--- config.mk ---
export PLATFORM = sky130hd
export DESIGN_NAME = c2sv_queue
export DESIGN_NICKNAME = d
export VERILOG_FILES = /design/src/rtl/c2sv_pkg.sv /design/src/rtl/c2sv_queue.sv
export SDC_FILE = /design/constraint.sdc
export NUM_CORES = 1
export LEC_CHECK = 0
export ABC_CLOCK_PERIOD_IN_PS = 5200
export BUFFER_PORTS_ARGS = -buffer_cell sky130_fd_sc_hd__buf_2
export CELL_PAD_IN_SITES_DETAIL_PLACEMENT = 1
export CELL_PAD_IN_SITES_GLOBAL_PLACEMENT = 2
export CORE_AREA = 3 3 65 67
export DETAILED_ROUTE_END_ITERATION = 10
export DIE_AREA = 0 0 68 70
export HOLD_SLACK_MARGIN = 0.08
export PLACE_DENSITY_LB_ADDON = 0.1
export SYNTH_ARGS = -nofsm -noshare
export SYNTH_HDL_FRONTEND = slang
export SYNTH_SLANG_ARGS = --single-unit
--- constraint.sdc ---
create_clock -name clk -period 5.2 [get_ports clk]
set_clock_uncertainty 0.2 [all_clocks]
set_input_delay 0.78 -clock clk [delete_from_list [all_inputs] [get_ports clk]]
set_output_delay 0.78 -clock clk [all_outputs]
set_load 0.02 [all_outputs]
--- src/rtl/c2sv_pkg.sv ---
`default_nettype none

package c2sv_pkg;

  localparam int DATA_WIDTH_DEF = 32;
  localparam int QUEUE_DEPTH = 4;

endpackage

`default_nettype wire

--- src/rtl/c2sv_queue.sv ---
`default_nettype none

module c2sv_queue import c2sv_pkg::*; #(
  parameter int WIDTH = 8,
  parameter int DEPTH = QUEUE_DEPTH,
  localparam int AW = $clog2(DEPTH),
  localparam int CW = $clog2(DEPTH + 1)
) (
  input  logic             clk,
  input  logic             rst,
  input  logic             push,
  input  logic [WIDTH-1:0] wdata,
  input  logic             pop,
  output logic [WIDTH-1:0] rdata,
  output logic             full,
  output logic             nonempty
);

  logic [WIDTH-1:0] mem [DEPTH];
  logic [AW-1:0]    wr_ptr, rd_ptr, wr_ptr_next, rd_ptr_next;
  logic [CW-1:0]    count, count_next;

  always_comb begin
    wr_ptr_next = wr_ptr;
    rd_ptr_next = rd_ptr;
    count_next  = count;
    if (push) begin
      wr_ptr_next = (wr_ptr == AW'(DEPTH - 1)) ? '0 : wr_ptr + 1'b1;
    end
    if (pop) begin
      rd_ptr_next = (rd_ptr == AW'(DEPTH - 1)) ? '0 : rd_ptr + 1'b1;
    end
    if (push && !pop) begin
      count_next = count + 1'b1;
    end else if (pop && !push) begin
      count_next = count - 1'b1;
    end
  end

  always_ff @(posedge clk) begin
    if (rst) begin
      wr_ptr <= '0;
      rd_ptr <= '0;
      count  <= '0;
    end else begin
      wr_ptr <= wr_ptr_next;
      rd_ptr <= rd_ptr_next;
      count  <= count_next;
    end
  end

  always_ff @(posedge clk) begin
    if (push) begin
      mem[wr_ptr] <= wdata;
    end
  end

  assign rdata    = mem[rd_ptr];
  assign full     = (count == CW'(DEPTH));
  assign nonempty = (count != '0);

endmodule

`default_nettype wire

==> out/metrics.cfg, run 1 <==
[global_route]
grt-busiest-layer = met2
grtUsageMet3_pct = 4.341
grt_pass1_vias = 862
globalRouteMet1Util_pct = 16.13
grt_use_met2_pct = 18.95
grt_pass1_wl_um = 4215
grt.total_usage_pct = 12.33
overflow = 0
antenna_found_initial = 0
grt_max_degree = 13

[power]
max-vdd-ir-drop_v = 0.0001879
p_per_area_mw_per_mm2 = 362.4
total_power_uw = 663.0
leakage_uw = 0.0006782

[final_layout]
multiInputGateArea_um2 = 426.7
antenna_cells = 0
final-seq-area_mm2 = 0.001141
drive_above_1_share_pct = 30.97
fill_cells = 373
nets = 131
area_delta_synth_final_pct = 14.40
final_core_util_pct = 49.59

[yosys]
synth_top_area_share_pct = 60.09
synthAdderAreaFrac_pct = 5.947
synth.most_common_cell = edfxtp_1
yosys_warnings = 0
synth_simple_gate_area_share_pct = 4.930
synth_xor_area_share_pct = 1.095
ys_seq_area_share_pct = 71.36
syn_inst = 86
ys_async_sr_fraction_pct = 0
synth_top_family_by_area = multiplexers
netlist_area_mm2 = 0.001599
synth_compound_area_share_pct = 0.9390
muxShareOfSynthArea_pct = 13.77
syn_nets = 105
synth_edf_count = 32
synth_top_area_cell = edfxtp_1
synth_cell_type_count = 16
synth_area_leaders = edfxtp_1 (60%), dfxtp_1 (11%), mux4_2 (11%)
avgSynthCellArea_um2 = 18.59
synth_ff_type = edfxtp_1
ys_seq_elements = 41
netlist_top_cells_count = edfxtp_1 (32), dfxtp_1 (9), mux4_2 (8)

[place]
pre_cts_slack_ns = 2.728
io_buffers = 21
dp_hpwl_um = 1814
gp_congestion = 0.6593

[timing]
slew_headroom_pct = 64.34
rsz0062_at_grt = false
max_slew.worst_pin.slew_ns = 0.5341
fin_crit_ns = 2.700
setup_viol = 0
fin_ws_ns = 2.500
hold_slack_ns = 0.3186
drv_slew = 0
max_freq_mhz = 370.4
timing.setup.tns_ns = 0
report.final.hold_viol_count = 0
timing.final.crit_share_pct = 51.93

[route]
wl_per_cell_um = 15.80
drt_iter0_drc = 62
drc = 0
vias_per_cell = 4.901
vias = 789
totalWireLength_um = 2543
ant_nets = 0
dr.pass1.iters = 4

[floorplan]
die_w_um = 68
boundaryPins = 22
num_rows = 22
core_mm2 = 0.003689
design.die.area_mm2 = 0.004760
die_h_um = 70
start_util_pct = 43.35

[outcome]
outcome = completed

[critical_path]
crit_arrival_ns = 1.72
worstSetupPathType = flip-flop to output pin
critPathLaunchType = flip-flop
crit_path_max_fanout = 8
cp.required_ns = 4.22
critPathCaptureType = output pin

[cts]
cts_root_buffer = clkbuf_8
cts_resized = 0
cts_hold_buf = 0
path_clk_slew_ns = 0.07
cts_made_buffers = 5
cts_tree = yes
clock_latency_ns = 0.28
cts.sinks = 41
clockBufferDepth = 2
h-tree-depth = 2
cts_setup_buffers = 0

[hold_path]
hold_class = flip-flop to flip-flop

[job]
drv_cap = 0

-- critical path, stage by stage (launching register included) --
cell,delay (ns)
dfxtp_1,0.66
mux4_2,0.59
buf_2,0.18
-- worst paths after layout --
check | startpoint | slack (ns) | depth (start not counted) | endpoint
setup / recovery | flip-flop | 2.50 | 2 | rdata[1]
hold / removal | count[2] | 0.32 | 2 | count[2]
setup reg to reg | count[0] | 3.53 | 4 | count[2]
hold reg to reg | count[2] | 0.32 | 2 | count[2]
-- per-stage QoR --
stage,std cells,area [µm²]
2_1_floorplan,86,1599
3_3_place_gp,153,1748
3_5_place_dp,153,1748
4_1_cts,161,1829
5_1_grt,161,1829
6_report,161,1829
-- power by group --
part	internal [µW]	total [µW]	switching, µW	leakage (µW)
Sequential	373	386	13.8	0.000368
Combinational	36.9	81.6	44.6	0.000268
Clock	94.1	195	101	0.0000422
-- cells by family after synthesis --
kind of cell | count (synthesis)
XOR/XNOR | 2
adder cells (fa/ha/maj) | 7
AO/OA/AOI/OAI | 3
buffers and inverters | 6
flip-flops | 41
multiplexers | 12
AND/OR/NAND/NOR | 15
-- cell type report --
cell class	count	share of cell area (%)
inverter	4	0.8208
multi-input combinational	39	23.32
clock inverter	1	0.2736
tap	48	3.283
timing repair buffer	21	5.746
sequential	41	62.38
clock buffer	7	4.172
-- sequential cells by signal, summed over array words and instances, names as in the netlist, named ones only --
name / flops
count: 3
wr_ptr: 2
mem: 32
rd_ptr: 2
-- placed cells by master (no fill, tap or decap), drive strengths merged, types with 2 or more instances in the layout --
master  instances
edfxtp         32
buf            21
dfxtp           9
mux4            8
nor2            7
clkbuf          7
ha              6
inv             4
and2            4
mux2i           4
nor3b           2
or3             2
xor2            2
a21oi           2
-- metal layers --
metal  up-vias  wire, µm  part of all wire, %
met4         0        37                  1.5
met5         -         0                    0
met3         6       143                  5.6
li1        374         -                    -
met1       389      1149                   45
met2        20      1213                   48
Power figures use the tool's default switching activity.
==> run 2, diff against run 1 <==
Settings changed: ABC_AREA from default to 1, ABC_CLOCK_PERIOD_IN_PS 5200 to 2200, CORE_AREA 3 3 65 67 to 3 3 74 76, DIE_AREA 0 0 68 70 to 0 0 77 79.
Clock period 5.2 ns to 2.2 ns, I/O delays scaled along.
==> run 2 against run 1 <==
Critical path type unchanged. Sequential share of layout area decreased by 5.3 points. Count of clock-buffer cells in the layout decreased by 2. Die area increased by 28%. First-iteration DRC count increased by 27%. Clock power increased by 130%. Highest routed layer unchanged. Cell count increased by 49%. Utilization decreased by 7.8 points. Combinational power increased to 2.8 times the previous value. Total power increased by 140%.
==> out/metrics.cfg, run 2 <==
[route]
dr.pass1.iters = 4
drt_iter0_drc = 79
ant_nets = 0
totalWireLength_um = 3340
vias = 1103
drc = 0
wl_per_cell_um = 13.92
vias_per_cell = 4.596

[timing]
timing.setup.tns_ns = 0
fin_crit_ns = 2.049
setup_viol = 0
report.final.hold_viol_count = 0
rsz0062_at_grt = false
hold_slack_ns = 0.1836
max_freq_mhz = 488.1
timing.final.crit_share_pct = 93.13
max_slew.worst_pin.slew_ns = 0.4172
slew_headroom_pct = 72.16
drv_slew = 0

[yosys]
syn_inst = 136
ys_seq_area_share_pct = 68.99
netlist_top_cells_count = edfxtp_1 (32), nor2_1 (23), inv_1 (15), o21ai_0 (15)
synth_cell_type_count = 19
synth_top_area_cell = edfxtp_1
avgSynthCellArea_um2 = 12.16
synth_top_area_share_pct = 58.09
ys_seq_elements = 41
synth.most_common_cell = edfxtp_1
synth_area_leaders = edfxtp_1 (58%), dfxtp_1 (11%), nor2_1 (5.2%)
yosys_warnings = 0
ys_async_sr_fraction_pct = 0
synth_ff_type = edfxtp_1
netlist_area_mm2 = 0.001654
syn_nets = 155
synth_edf_count = 32

[final_layout]
layout_common_cells = edfxtp_1 (32), nor2_1 (23), buf_2 (21)
final_common_cell = edfxtp_1
area_delta_synth_final_pct = 20.88
largest_register_ffs = 32
drive_above_1_share_pct = 19.08
nets = 191
antenna_cells = 0
reg_top3 = mem x32, count x3
largest_register = mem
stdcell_count = 240

[critical_path]
reg2reg_to = mem[3][6]
path_cells = inv_2, o21ai_0, o22ai_1, buf_2
path_buf_inv = 2
critPathLaunchType = flip-flop
cpLargestDelayFamily = flip-flops
cp.required_ns = 1.67
timing.rr.start = wr_ptr[0]
worstSetupPathType = flip-flop to output pin
rrSetupSlack_ns = 0.69
r2r_cells = 3
slowest_delay_ns = 0.50
crit_path_max_fanout = 16
slowest_stage = dfxtp_1
critPathCaptureType = output pin
crit_arrival_ns = 1.52

[global_route]
grt_pass1_vias = 1154
grt_max_degree = 17
antenna_found_initial = 0
grt_pass1_wl_um = 5506
overflow = 0
grt.total_usage_pct = 12.01

[place]
post-place-cells = 223
gp_congestion = 0.7552
io_buffers = 21
dp_hpwl_um = 2298

[cts]
path_clk_slew_ns = 0.07
cts_tree = yes
cts_made_buffers = 5
cts_root_buffer = clkbuf_8
cts.sinks = 41
cts_resized = 0
clock_latency_ns = 0.28
h-tree-depth = 2
clockBufferDepth = 2

[floorplan]
die_w_um = 77
num_rows = 25
core_mm2 = 0.004786
design.die.area_mm2 = 0.006083
start_util_pct = 34.56
boundaryPins = 22
die_h_um = 79

[hold_path]
min_from = pop
hold_class = input port to flip-flop
hold_end = rd_ptr[1]
hold_depth = 3

[power]
leakage_uw = 0.0008000
max-vdd-ir-drop_v = 0.0002393
p_per_area_mw_per_mm2 = 796.6
total_power_uw = 1593

[job]
drv_cap = 0

[outcome]
outcome = completed

-- run 2: changes by cell type after synthesis, sizes merged, moves of 2 or more --
cell / previous run / this run
nor2: 7 / 25
o21ai: 1 / 19
inv: 4 / 16
nand2: 0 / 9
mux4: 8 / 0
o22ai: 0 / 8
and2: 4 / 0
mux2i: 4 / 0
nor3: 0 / 3
nor3b: 2 / 0
or3: 2 / 0
-- run 2: repair_timing --
action	CTS	global route
hold buffers	9	0
setup buffers	0	0
hold endpoints to repair	36	0
-- run 2: worst max-delay path by stage --
| stage | end | from | cells after the start |
|---|---|---|---|
| 2_1_floorplan | count[2] | pop | 10 |
| 4_1_cts | rdata[2] | flip-flop | 4 |
| 5_1_grt | rdata[1] | flip-flop | 4 |
| 6_report | rdata[2] | flip-flop | 4 |
| 3_5_place_dp | count[2] | pop | 11 |
| 3_3_place_gp | count[2] | pop | 11 |
-- run 2: power by group --
| group | leakage, µW | internal (µW) | total (µW) | switching [µW] |
|---|---|---|---|---|
| combinational | 0.000388 | 84.7 | 229 | 145 |
| sequential | 0.000369 | 878 | 906 | 28.0 |
| clock | 0.0000430 | 213 | 457 | 244 |
| total | 0.000800 | 1180 | 1590 | 416 |
-- run 2: layout make-up --
| type | count | area (µm²) |
|---|---|---|
| fillers | 539 | 2786 |
| multi-input cells | 77 | 430.4 |
| repair buffers | 31 | 202.7 |
| inverters | 16 | 60.06 |
| flip-flops and latches | 41 | 1141 |
| clock inverters | 3 | 12.51 |
| well taps | 67 | 83.83 |
| clock buffers | 5 | 68.82 |
-- run 2: logic make-up after synthesis --
family / Yosys count / synth area share (%)
AO/OA/AOI/OAI: 30 / 10.14
XOR/XNOR: 1 / 0.5296
adder cells (fa/ha/maj): 7 / 5.749
buffers and inverters: 18 / 4.992
flip-flops: 41 / 68.99
AND/OR/NAND/NOR: 39 / 9.606
-- run 2: layer usage --
metal / wire, µm / vias up / GRT usage, %
li1: - / 542 / -
met1: 1349 / 535 / 12.55
met2: 1805 / 18 / 22.21
met3: 123 / 8 / 3.855
met4: 61 / 0 / 4.982
met5: 0 / - / 0
-- run 2: worst min-delay path, stage by stage --
cell and delay (ns):
buf_2 0.08, o21ai_0 0.07, nor2_1 0.13
-- run 2: stage by stage --
step                util, %  area [µm²]  setup slack (ns)
detailed placement    38.20        1828            0.3584
floorplan                 -        1654            0.6194
global route          41.78        1999           0.01781
CTS                   41.78        1999            0.1143
global placement      38.20        1828            0.4518
finish                41.78        1999            0.1511
==> run 3, diff against run 2 <==
Settings changed: ABC_AREA 1 to 0, CORE_AREA 3 3 74 76 to 3 3 70 72, DIE_AREA 0 0 77 79 to 0 0 73 75.
==> run 3 against run 2 <==
Sequential power hardly changed. Die area is 10% lower. Global-route usage is 0.65 points lower. Combinational power is 8% lower. Via count is 27% lower. Sequential share of layout area is 2.3 points higher. Worst hold slack worse by 0.076 ns. Wire length is 20% lower. Non-clock buffer count is 1 lower. Setup slack better by 0.027 ns. Cell count is 28% lower. Largest power group unchanged.
==> out/metrics.cfg, run 3 (synthesis gave the netlist of run 1 again) <==
[place]
gp_congestion = 0.6765
io_buffers = 21
post-place-cells = 158
place_area_mm2 = 0.001760
dp_hpwl_um = 1824

[cts]
h-tree-depth = 2
cts_made_buffers = 5
cts_resized = 0
cts_root_buffer = clkbuf_8
clockBufferDepth = 2
path_clk_slew_ns = 0.07
cts.sinks = 41
cts_tree = yes
clock_latency_ns = 0.28

[global_route]
grt_pass1_vias = 846
grt.total_usage_pct = 11.36
grt_max_degree = 12
grt_pass1_wl_um = 4353
antenna_found_initial = 0
overflow = 0

[critical_path]
critPathLaunchType = flip-flop
critPathCaptureType = output pin
slowest_stage = mux4_2
slowest_delay_ns = 0.52
crit_path_max_fanout = 8
path_cells = buf_4, mux4_2, buf_2
cpLargestDelayFamily = multiplexers
worstSetupPathType = flip-flop to output pin
timing.rr.start = count[0]
cp.required_ns = 1.67
crit_arrival_ns = 1.49
path_buf_inv = 2

[final_layout]
multiInputGateArea_um2 = 426.7
stdcell_area_mm2 = 0.001921
drive_above_1_share_pct = 28.69
final_core_util_pct = 44.11
nets = 140
stdcell_count = 174
layout_common_cells = edfxtp_1 (32), buf_2 (21), dfxtp_1 (9)
reg_top3 = mem x32, count x3
largest_register_ffs = 32
fill_cells = 428
final-seq-area_mm2 = 0.001141
antenna_cells = 0
area_delta_synth_final_pct = 20.11
largest_register = mem
final_common_cell = edfxtp_1

[timing]
timing.setup.tns_ns = 0
rsz0062_at_grt = false
max_slew.worst_pin.slew_ns = 0.4709
slew_headroom_pct = 68.61
max_freq_mhz = 494.6
report.final.hold_viol_count = 0
drv_slew = 0
hold_slack_ns = 0.1076
fin_crit_ns = 2.022
timing.final.crit_share_pct = 91.89
setup_viol = 0

[floorplan]
boundaryPins = 22
design.die.area_mm2 = 0.005475
start_util_pct = 36.72
core_mm2 = 0.004354
die_w_um = 73
die_h_um = 75
num_rows = 24

[outcome]
outcome = completed

[route]
vias = 806
vias_per_cell = 4.632
wl_per_cell_um = 15.33
drc = 0
dr.pass1.iters = 4
ant_nets = 0
totalWireLength_um = 2668
drt_iter0_drc = 56

[power]
p_sw_uw = 365.3
intPower_uw = 1204
leakage_uw = 0.0007141
p_comb_share_pct = 13.4
clkPwrFrac_pct = 28.7
p_per_area_mw_per_mm2 = 817.0
power_switching_share_pct = 23.28
seq_power_share_pct = 57.9
max-vdd-ir-drop_v = 0.0002514

[hold_path]
min_from = rst
hold_class = input port to flip-flop

[job]
drv_cap = 0

## run 3: worst register-to-register path, cell delays in order, from the launching register on
cell	delay [ns]
dfxtp_1	0.35
fa_1	0.44
xor2_1	0.16
or3_1	0.30
a21oi_1	0.13
## run 3: final timing paths
check	slack [ns]	end	depth (start not counted)
worst max-delay path	0.18	rdata[5]	3
worst min-delay path	0.11	count[2]	2
worst max register to register	0.56	count[2]	4
worst min register to register	0.31	count[2]	2
## run 3: final cells by class
class                      count  share of cell area (%)
timing repair buffer          30                   10.03
clock buffer                   8                   4.169
tap                           52                   3.388
multi-input combinational     39                   22.21
sequential                    41                   59.41
inverter                       4                  0.7818
## run 3: stage by stage
stage          setup slack [ns]  total power, µW
6_report                 0.1783             1569
5_1_grt                 0.08075             1656
4_1_cts                  0.1476             1594
3_5_place_dp             0.1879             1131
3_3_place_gp             0.2454             1124
2_1_floorplan            0.4084             1059
## run 3: routing by layer
| metal | track usage, % | part of all wire [%] |
|---|---|---|
| met1 | 13.47 | 45 |
| met2 | 19.07 | 50 |
| met4 | 4.303 | 1.5 |
| met5 | 0 | 0 |
| met3 | 4.005 | 3.9 |
## run 3: what timing repair did
action                    4_1_cts  5_1_grt
hold endpoints to repair       32        0
hold buffers                    8        0
setup buffers                   0        0
## run 3: power by group through the flow
| stage | Clock (µW) | Sequential (µW) | Combinational [µW] |
|---|---|---|---|
| 6_report | 450 | 909 | 210 |
| 5_1_grt | 505 | 915 | 236 |
| 4_1_cts | 469 | 910 | 215 |
| 3_5_place_dp | 0 | 927 | 204 |
| 3_3_place_gp | 0 | 925 | 199 |
| 2_1_floorplan | 0 | 915 | 144 |
